File: config.mk
export PLATFORM = sky130hd
export DESIGN_NAME = bitmap_set_clear_find_first
export DESIGN_NICKNAME = d
export VERILOG_FILES = /design/src/bscf_pkg.sv /design/src/bscf_map_mem.sv /design/src/bscf_scan.sv /design/src/bitmap_set_clear_find_first.sv
export SDC_FILE = /design/constraint.sdc
export NUM_CORES = 2
export LEC_CHECK = 0
export BUFFER_PORTS_ARGS = -buffer_cell sky130_fd_sc_hd__buf_2
export CAP_MARGIN = 20
export CORE_UTILIZATION = 45
export DETAILED_ROUTE_END_ITERATION = 10
export SYNTH_ARGS = -nofsm -noshare
export SYNTH_HDL_FRONTEND = slang
export SYNTH_HIERARCHICAL = 1
export SYNTH_SLANG_ARGS = --single-unit
File: constraint.sdc
create_clock -name clock -period 4.3 [get_ports clock]
set_input_delay 0.645 -clock clock [delete_from_list [all_inputs] [get_ports clock]]
set_output_delay 0.645 -clock clock [all_outputs]
set_load 0.05 [all_outputs]
File: src/bscf_pkg.sv
package bscf_pkg;

   localparam int ACTION_W = 2;
   localparam int INDEX_W  = 10;
   localparam int COUNT_W  = 11;

   localparam logic [ACTION_W-1:0] ACT_TEST  = 2'd0;
   localparam logic [ACTION_W-1:0] ACT_SET   = 2'd1;
   localparam logic [ACTION_W-1:0] ACT_CLEAR = 2'd2;

   localparam logic [COUNT_W-1:0] BITS_IN_USE_RESET = 11'd1024;

   typedef enum logic [2:0] {
      ST_CLEAR,
      ST_IDLE,
      ST_DIV,
      ST_LOC,
      ST_MOD,
      ST_SCAN,
      ST_FIN
   } bscf_state_type;

   typedef struct packed {
      logic start;
      logic take;
   } bscf_scan_ctl_type;

endpackage

File: src/bscf_map_mem.sv
module bscf_map_mem #(
   parameter int DEPTH = 32,
   parameter int WIDTH = 32,
   parameter int AW    = 5
) (
   input  logic             clock,
   input  logic             wr_en,
   input  logic [AW-1:0]    wr_addr,
   input  logic [WIDTH-1:0] wr_data,
   input  logic             rd_en,
   input  logic [AW-1:0]    rd_addr,
   output logic [WIDTH-1:0] rd_data
);

   logic [WIDTH-1:0] mem [DEPTH];
   logic [WIDTH-1:0] rd_data_ff;

   always_ff @(posedge clock) begin
      if (wr_en) begin
         mem[wr_addr] <= wr_data;
      end
   end

   always_ff @(posedge clock) begin
      if (rd_en) begin
         rd_data_ff <= mem[rd_addr];
      end
   end

   assign rd_data = rd_data_ff;

endmodule

File: src/bscf_scan.sv
module bscf_scan #(
   parameter int WORD_BITS = 32,
   parameter int BASE_W    = 11
) (
   input  logic                            clock,
   input  logic                            reset,
   input  bscf_pkg::bscf_scan_ctl_type     ctl,
   input  logic [WORD_BITS-1:0]            word,
   input  logic [bscf_pkg::COUNT_W-1:0]    lim,
   output logic [bscf_pkg::INDEX_W-1:0]    zero_index,
   output logic                            zero_found,
   output logic [bscf_pkg::INDEX_W-1:0]    one_index,
   output logic                            one_found
);

   localparam int PW = $clog2(WORD_BITS);
   localparam int EW = ((BASE_W > bscf_pkg::COUNT_W) ? BASE_W : bscf_pkg::COUNT_W) + 1;

   logic [BASE_W-1:0]            base_ff, base_in;
   logic                         zf_ff, zf_in, of_ff, of_in;
   logic [bscf_pkg::INDEX_W-1:0] zi_ff, zi_in, oi_ff, oi_in;

   logic [EW-1:0]        lim_e, base_e, left;
   logic                 live;
   logic [WORD_BITS-1:0] in_use, zc, oc;
   logic [PW-1:0]        zpos, opos;

   always_comb begin
      lim_e  = EW'(lim);
      base_e = EW'(base_ff);
      live   = lim_e > base_e;
      left   = lim_e - base_e;
      for (int b = 0; b < WORD_BITS; b++) begin
         in_use[b] = live && (left > EW'(b));
         zc[b]     = in_use[b] & ~word[b];
         oc[b]     = in_use[b] & word[b];
      end
      zpos = '0;
      opos = '0;
      for (int b = WORD_BITS - 1; b >= 0; b--) begin
         if (zc[b]) begin
            zpos = PW'(b);
         end
         if (oc[b]) begin
            opos = PW'(b);
         end
      end
   end

   always_comb begin
      base_in = base_ff;
      zf_in   = zf_ff;
      of_in   = of_ff;
      zi_in   = zi_ff;
      oi_in   = oi_ff;
      if (ctl.start) begin
         base_in = '0;
         zf_in   = 1'b0;
         of_in   = 1'b0;
         zi_in   = '0;
         oi_in   = '0;
      end else if (ctl.take) begin
         base_in = base_ff + BASE_W'(WORD_BITS);
         if (!zf_ff && (|zc)) begin
            zf_in = 1'b1;
            zi_in = bscf_pkg::INDEX_W'(base_ff + BASE_W'(zpos));
         end
         if (!of_ff && (|oc)) begin
            of_in = 1'b1;
            oi_in = bscf_pkg::INDEX_W'(base_ff + BASE_W'(opos));
         end
      end
   end

   always_ff @(posedge clock) begin
      if (reset) begin
         zf_ff <= 1'b0;
         of_ff <= 1'b0;
      end else begin
         zf_ff <= zf_in;
         of_ff <= of_in;
      end
   end

   always_ff @(posedge clock) begin
      base_ff <= base_in;
      zi_ff   <= zi_in;
      oi_ff   <= oi_in;
   end

   assign zero_index = zi_ff;
   assign zero_found = zf_ff;
   assign one_index  = oi_ff;
   assign one_found  = of_ff;

endmodule

File: src/bitmap_set_clear_find_first.sv
// Channel   Direction  Handshake            Payload
// req       in         req_valid/req_stall  req_action, req_bit_index
// rsp       out        rsp_valid/rsp_stall  bit_was_set, index_error, first zero/one + found
// csr       in         csr_wr_en            csr_wr_data (bits_in_use)
//
// Once an item is taken, the block divides the index, locates the word, reads it and, for a
// set or clear with no index error, writes it back; then it reads every map word once through
// the single read port and loads the result. No new item is taken until the result is
// loaded; req_stall is high outside the idle state.
// After reset a clearing pass writes zero to all WORD_COUNT words, one word a cycle.
// A finished item waits in the output register; the search end holds while it is full and rsp_stall is high.
module bitmap_set_clear_find_first #(
   parameter int MAP_BITS  = 1024,
   parameter int WORD_BITS = 32
) (
   input  logic                             clock,
   input  logic                             reset,
   input  logic                             req_valid,
   output logic                             req_stall,
   input  logic [bscf_pkg::ACTION_W-1:0]    req_action,
   input  logic [bscf_pkg::INDEX_W-1:0]     req_bit_index,
   output logic                             rsp_valid,
   input  logic                             rsp_stall,
   output logic                             rsp_bit_was_set,
   output logic                             rsp_index_error,
   output logic [bscf_pkg::INDEX_W-1:0]     rsp_first_zero_index,
   output logic                             rsp_first_zero_found,
   output logic [bscf_pkg::INDEX_W-1:0]     rsp_first_one_index,
   output logic                             rsp_first_one_found,
   input  logic                             csr_wr_en,
   input  logic [bscf_pkg::COUNT_W-1:0]     csr_wr_data
);

   localparam int WORD_COUNT  = (MAP_BITS + WORD_BITS - 1) / WORD_BITS;
   localparam int AW          = (WORD_COUNT > 1) ? $clog2(WORD_COUNT) : 1;
   localparam int CW          = $clog2(WORD_COUNT + 1);
   localparam int PW          = $clog2(WORD_BITS);
   localparam int BW          = $clog2(WORD_COUNT * WORD_BITS + 1);
   localparam int RECIP_SHIFT = 16;
   localparam int RECIP       = (1 << RECIP_SHIFT) / WORD_BITS;
   localparam int PROD_W      = bscf_pkg::INDEX_W + RECIP_SHIFT;
   localparam int LOC_W       = bscf_pkg::INDEX_W + 1;

   bscf_pkg::bscf_state_type state_ff, state_in;

   logic [CW-1:0]                     cnt_ff, cnt_in;
   logic [bscf_pkg::ACTION_W-1:0]     action_ff, action_in;
   logic [bscf_pkg::INDEX_W-1:0]      pos_ff, pos_in;
   logic [bscf_pkg::INDEX_W-1:0]      q_ff, q_in;
   logic [AW-1:0]                     waddr_ff, waddr_in;
   logic [PW-1:0]                     bit_ff, bit_in;
   logic                              err_ff, err_in;
   logic                              was_ff, was_in;
   logic [bscf_pkg::COUNT_W-1:0]      csr_bits_ff;

   logic                              rsp_valid_ff, rsp_valid_in;
   logic                              rsp_was_ff, rsp_was_in;
   logic                              rsp_err_ff, rsp_err_in;
   logic [bscf_pkg::INDEX_W-1:0]      rsp_zi_ff, rsp_zi_in, rsp_oi_ff, rsp_oi_in;
   logic                              rsp_zf_ff, rsp_zf_in, rsp_of_ff, rsp_of_in;

   logic [bscf_pkg::COUNT_W-1:0]      lim;
   logic [PROD_W-1:0]                 prod;
   logic [LOC_W-1:0]                  qm, rem;
   logic [AW-1:0]                     loc_addr;
   logic [PW-1:0]                     loc_bit;
   logic [WORD_BITS-1:0]              new_word, bit_mask;

   logic                              mem_wr_en, mem_rd_en;
   logic [AW-1:0]                     mem_wr_addr, mem_rd_addr;
   logic [WORD_BITS-1:0]              mem_wr_data, mem_rd_data;

   bscf_pkg::bscf_scan_ctl_type       scan_ctl;
   logic [bscf_pkg::INDEX_W-1:0]      scan_zi, scan_oi;
   logic                              scan_zf, scan_of;

   bscf_map_mem #(
      .DEPTH (WORD_COUNT),
      .WIDTH (WORD_BITS),
      .AW    (AW)
   ) u_map_mem (
      .clock   (clock),
      .wr_en   (mem_wr_en),
      .wr_addr (mem_wr_addr),
      .wr_data (mem_wr_data),
      .rd_en   (mem_rd_en),
      .rd_addr (mem_rd_addr),
      .rd_data (mem_rd_data)
   );

   bscf_scan #(
      .WORD_BITS (WORD_BITS),
      .BASE_W    (BW)
   ) u_scan (
      .clock      (clock),
      .reset      (reset),
      .ctl        (scan_ctl),
      .word       (mem_rd_data),
      .lim        (lim),
      .zero_index (scan_zi),
      .zero_found (scan_zf),
      .one_index  (scan_oi),
      .one_found  (scan_of)
   );

   always_comb begin
      if (32'(csr_bits_ff) > 32'(MAP_BITS)) begin
         lim = bscf_pkg::COUNT_W'(MAP_BITS);
      end else begin
         lim = csr_bits_ff;
      end
      prod = PROD_W'(pos_ff) * PROD_W'(RECIP);
      qm   = LOC_W'(q_ff * WORD_BITS);
      rem  = LOC_W'(pos_ff) - qm;
      if (rem >= LOC_W'(WORD_BITS)) begin
         loc_addr = AW'(q_ff + bscf_pkg::INDEX_W'(1));
         loc_bit  = PW'(rem - LOC_W'(WORD_BITS));
      end else begin
         loc_addr = AW'(q_ff);
         loc_bit  = PW'(rem);
      end
      bit_mask = WORD_BITS'(1) << bit_ff;
      if (action_ff == bscf_pkg::ACT_SET) begin
         new_word = mem_rd_data | bit_mask;
      end else begin
         new_word = mem_rd_data & ~bit_mask;
      end
   end

   always_comb begin
      state_in     = state_ff;
      cnt_in       = cnt_ff;
      action_in    = action_ff;
      pos_in       = pos_ff;
      q_in         = q_ff;
      waddr_in     = waddr_ff;
      bit_in       = bit_ff;
      err_in       = err_ff;
      was_in       = was_ff;
      rsp_valid_in = rsp_valid_ff && rsp_stall;
      rsp_was_in   = rsp_was_ff;
      rsp_err_in   = rsp_err_ff;
      rsp_zi_in    = rsp_zi_ff;
      rsp_zf_in    = rsp_zf_ff;
      rsp_oi_in    = rsp_oi_ff;
      rsp_of_in    = rsp_of_ff;
      req_stall    = 1'b1;
      mem_wr_en    = 1'b0;
      mem_wr_addr  = waddr_ff;
      mem_wr_data  = new_word;
      mem_rd_en    = 1'b0;
      mem_rd_addr  = AW'(cnt_ff);
      scan_ctl     = '0;

      unique case (state_ff)
         bscf_pkg::ST_CLEAR: begin
            mem_wr_en   = 1'b1;
            mem_wr_addr = AW'(cnt_ff);
            mem_wr_data = '0;
            if (cnt_ff == CW'(WORD_COUNT - 1)) begin
               cnt_in   = '0;
               state_in = bscf_pkg::ST_IDLE;
            end else begin
               cnt_in = cnt_ff + CW'(1);
            end
         end
         bscf_pkg::ST_IDLE: begin
            req_stall = 1'b0;
            if (req_valid) begin
               action_in = req_action;
               pos_in    = req_bit_index;
               state_in  = bscf_pkg::ST_DIV;
            end
         end
         bscf_pkg::ST_DIV: begin
            q_in     = bscf_pkg::INDEX_W'(prod >> RECIP_SHIFT);
            state_in = bscf_pkg::ST_LOC;
         end
         bscf_pkg::ST_LOC: begin
            mem_rd_en   = 1'b1;
            mem_rd_addr = loc_addr;
            waddr_in    = loc_addr;
            bit_in      = loc_bit;
            err_in      = LOC_W'(pos_ff) >= lim;
            state_in    = bscf_pkg::ST_MOD;
         end
         bscf_pkg::ST_MOD: begin
            was_in    = !err_ff && mem_rd_data[bit_ff];
            mem_wr_en = !err_ff && ((action_ff == bscf_pkg::ACT_SET) ||
                                    (action_ff == bscf_pkg::ACT_CLEAR));
            scan_ctl.start = 1'b1;
            cnt_in   = '0;
            state_in = bscf_pkg::ST_SCAN;
         end
         bscf_pkg::ST_SCAN: begin
            mem_rd_en     = cnt_ff != CW'(WORD_COUNT);
            scan_ctl.take = cnt_ff != '0;
            if (cnt_ff == CW'(WORD_COUNT)) begin
               cnt_in   = '0;
               state_in = bscf_pkg::ST_FIN;
            end else begin
               cnt_in = cnt_ff + CW'(1);
            end
         end
         bscf_pkg::ST_FIN: begin
            if (!rsp_valid_ff || !rsp_stall) begin
               rsp_valid_in = 1'b1;
               rsp_was_in   = was_ff;
               rsp_err_in   = err_ff;
               rsp_zi_in    = scan_zi;
               rsp_zf_in    = scan_zf;
               rsp_oi_in    = scan_oi;
               rsp_of_in    = scan_of;
               state_in     = bscf_pkg::ST_IDLE;
            end
         end
         default: begin
            state_in = bscf_pkg::ST_IDLE;
         end
      endcase
   end

   always_ff @(posedge clock) begin
      if (reset) begin
         state_ff     <= bscf_pkg::ST_CLEAR;
         cnt_ff       <= '0;
         rsp_valid_ff <= 1'b0;
         csr_bits_ff  <= bscf_pkg::BITS_IN_USE_RESET;
      end else begin
         state_ff     <= state_in;
         cnt_ff       <= cnt_in;
         rsp_valid_ff <= rsp_valid_in;
         if (csr_wr_en) begin
            csr_bits_ff <= csr_wr_data;
         end
      end
   end

   always_ff @(posedge clock) begin
      action_ff  <= action_in;
      pos_ff     <= pos_in;
      q_ff       <= q_in;
      waddr_ff   <= waddr_in;
      bit_ff     <= bit_in;
      err_ff     <= err_in;
      was_ff     <= was_in;
      rsp_was_ff <= rsp_was_in;
      rsp_err_ff <= rsp_err_in;
      rsp_zi_ff  <= rsp_zi_in;
      rsp_zf_ff  <= rsp_zf_in;
      rsp_oi_ff  <= rsp_oi_in;
      rsp_of_ff  <= rsp_of_in;
   end

   assign rsp_valid            = rsp_valid_ff;
   assign rsp_bit_was_set      = rsp_was_ff;
   assign rsp_index_error      = rsp_err_ff;
   assign rsp_first_zero_index = rsp_zi_ff;
   assign rsp_first_zero_found = rsp_zf_ff;
   assign rsp_first_one_index  = rsp_oi_ff;
   assign rsp_first_one_found  = rsp_of_ff;

endmodule
==> summary.md <==
| Metric | Value |
|---|---|
| Worst min path class | input pin to register |
| CP arrival | 4610 ps |
| Layout fillers | 8,733 |
| First-pass GRT wire length | 193 mm |
| CTS HTree Levels | 3 |
| # setup viols final | 0 |
| Yosys top cell area share | 0.684 |
| Row Count | 120 |
| GP Congestion | 0.930 |
| Status | finished, final reports clean |
| Final WS setup | 124 ps |
| Layout area overhead | 15.9% |
| Mapped Avg Cell Area | 15.4 um2 |
| Met2 Resource Use GR | 0.393 |
| Clock power share | 0.321 |
| Post-synth EDFFs | 1,109 |
| Worst endpoint required time | 4740 ps |
| Place WS | 79.1 ps |
| Worst setup path class | register to register |
| Synth top area cells | edfxtp_1 (68%), mux2i_1 (11%), dfxtp_1 (2.0%) |
| Storage cell area | 34,300 um2 |
| Initial DRC Count | 2,912 |
| Dpl cell area | 52,200 um2 |
| Worst Clk Skew | 39.9 ps |
| Share of layout cells above drive strength 1 | 0.171 |
| Pin count of the biggest net entering global routing | 57 |
| Gate Count Post-Synth | 3,167 |
| Final instance area | 56,400 um2 |
| Tcrit/Tclk final | 0.971 |
| Sequential Power Share | 0.427 |
| Critical path launch point type | register |
| Die ar. | 110,000 um2 |
| Area of the multi-input gates | 13,800 um2 |
| Met1 usage | 0.337 |
| WL final | 133 mm |
| Setup crit end kind | register |
| Area of the mapped netlist | 48,700 um2 |
| Most Used Layer, Global Route | met2 |
| Worst skew pair latency | 730 ps |
| Main flop type after synthesis | edfxtp_1 |
| Syn. warnings | 6 |
| Nets@finish | 3,417 |
| Final ANT Viol Nets | 0 |
| Residual DRC | 0 |
| Grt met3 use | 0.0333 |
| Initial Util | 0.454 |
| Drt wl/cell | 27.4 um |
| Pint | 0.0228 W |
| TritonCTS Sinks | 1,158 |
| Fin Hold WS | 90.8 ps |
| Final setup TNS | 0 ps |
| Vias in the first global route | 28.9k |
| Via count | 29.3k |
| CTS Buffer Depth | 3 |
| Total CTS buffers | 118 |
| Slew margin rel. | 0.357 |
| Sequential cell area fraction in the yosys report | 0.704 |
| Comb pwr share | 0.252 |
| Root Buffer | clkbuf_16 |
| Commonest non-fill, non-tap cell in the layout | edfxtp_1 |
| Via density | 6.02 |
| PwrDens | 577 nW/um2 |
| Commonest non-fill, non-tap cells in the layout | edfxtp_1 (1,109), mux2i_1 (544), nand2_1 (179) |
| CTS tree | built |
| Max Freq | 239 MHz |
| Design Power | 0.0325 W |
| Total GRT Usage | 0.242 |
| Cell taking the most area after synthesis | edfxtp_1 |
| DRT Pass-1 Iters | 7 |
| CP max FO | 21 |
| Core ar. | 107,000 um2 |
| Ys async rst share | 0 |
| Die W | 331 um |
| Minimum clock period after layout | 4180 ps |
| Number of distinct library cells after synthesis | 95 |
| Initial antenna violation count | 0 |
| Placed wire-length estimate | 79.1 mm |
| IO buf count | 53 |
| Register bit total from synthesis | 1,158 |
| I/O Pins | 54 |
| Worst-Margin Slew | 962 ps |
| Final Hold Viols | 0 |
| Worst-path clk slew | 60 ps |
| Gr ovfl total | 0 |
| Net Sw Frac | 0.300 |
| Final Max Slew Viols | 0 |
| Max-cap violations | 0 |
| Switching pwr | 0.00975 W |
| Leak | 19.6 nW |
| Die H | 331 um |
| Worst vdd ir | 733 uV |
| Syn_nets | 3,224 |
critical path, cell delays in order (launching register included):
cell and delay (ps):
edfxtp_1 510, ha_1 240, inv_1 70, fa_1 410, nand2b_1 230, a2111oi_4 310
a21oi_2 130, mux2_4 330, mux2_4 310, nor2_4 180, buf_12 220, buf_12 220
a22o_1 190, nor3_1 70, a31oi_2 280, nand3_1 140
cell usage after synthesis (34+ instances only):
master and instances:
edfxtp_1 1109, mux2i_1 544, nand2_1 181, a21oi_1 153
nand3_1 131, nor2_1 121, a22oi_1 98, clkbuf_1 73
a22o_1 68, o21ai_0 53, a31oi_1 51, inv_1 51
nor3_1 50, dfxtp_1 49, buf_2 48, buf_4 34
final timing paths:
kind | endpoint | cells past startpoint | slack [ps] | from
worst max register to register | u_map_mem/rd_data[8]$_DFFE_PP_ | 15 | 120 | q_ff[0]$_DFFE_PP_
worst min-delay path | pos_ff[8]$_DFFE_PP_ | 1 | 90 | req_bit_index[8]
worst min register to register | rsp_first_one_index[8]$_DFFE_PP_ | 0 | 430 | u_scan/one_index[8]$_SDFFE_PP0P_
worst max-delay path | u_map_mem/rd_data[8]$_DFFE_PP_ | 15 | 120 | q_ff[0]$_DFFE_PP_
registers in the layout, summed over array words and instances, names as in the netlist, 2 cells and up:
name and flops:
state_ff 3, cnt_ff 6, u_scan/one_index 10, rsp_first_one_index 10
action_ff 2, rsp_first_zero_index 10, pos_ff 10, u_map_mem/mem 1024
waddr_ff 5, bit_ff 5, u_scan/base_ff 6, q_ff 5
u_scan/zero_index 10, u_map_mem/rd_data 32, csr_bits_ff 11
logic make-up (layout without fill, tap and decap cells):
family          after synthesis  after routing  share of synthesized area
compound gates              550            551                     0.0806
xor+xnor                     13             13                    0.00234
fa+ha+maj                    29             29                    0.00776
buf+inv                     238            530                     0.0256
flops                      1158           1158                      0.704
mux                         563            563                      0.118
other cells                   0              2                          0
simple gates                616            616                     0.0616
metal layers:
layer,share of wire,up-vias
met5,0,-
met1,0.43,15000
met2,0.47,1212
met4,0.028,0
met3,0.071,231
li1,-,12900
final cells by class:
type,count,share of cell area
Antenna cell,2,0.0000887
Clock buffer,148,0.0572
Clock inverter,72,0.0135
Inverter,52,0.00346
Multi-Input combinational cell,1772,0.244
Sequential cell,1158,0.608
Tap cell,1403,0.0311
Timing Repair Buffer,258,0.0433
power groups by stage:
stage               combinational [W]  sequential (W)  clock, W
floorplan                     0.00495          0.0141         0
global placement              0.00800          0.0141         0
detailed placement            0.00811          0.0141         0
CTS                           0.00813          0.0139    0.0106
global route                  0.00865          0.0140    0.0110
finish                        0.00819          0.0139    0.0105
stage by stage:
step / util / instances
2_1_floorplan: - / 3167
3_3_place_gp: 0.487 / 4639
3_5_place_dp: 0.487 / 4639
4_1_cts: 0.524 / 4859
5_1_grt: 0.526 / 4863
6_report: 0.526 / 4865
what timing repair did:
action / 4_1_cts / 5_1_grt
endpoints found under the setup margin: 0 / 40
endpoints found under the hold margin: 0 / 0
gates resized for setup: 0 / 32
hold buffers: 0 / 0
setup buffers: 0 / 2
Note: power is estimated with default switching activity, not from simulation.
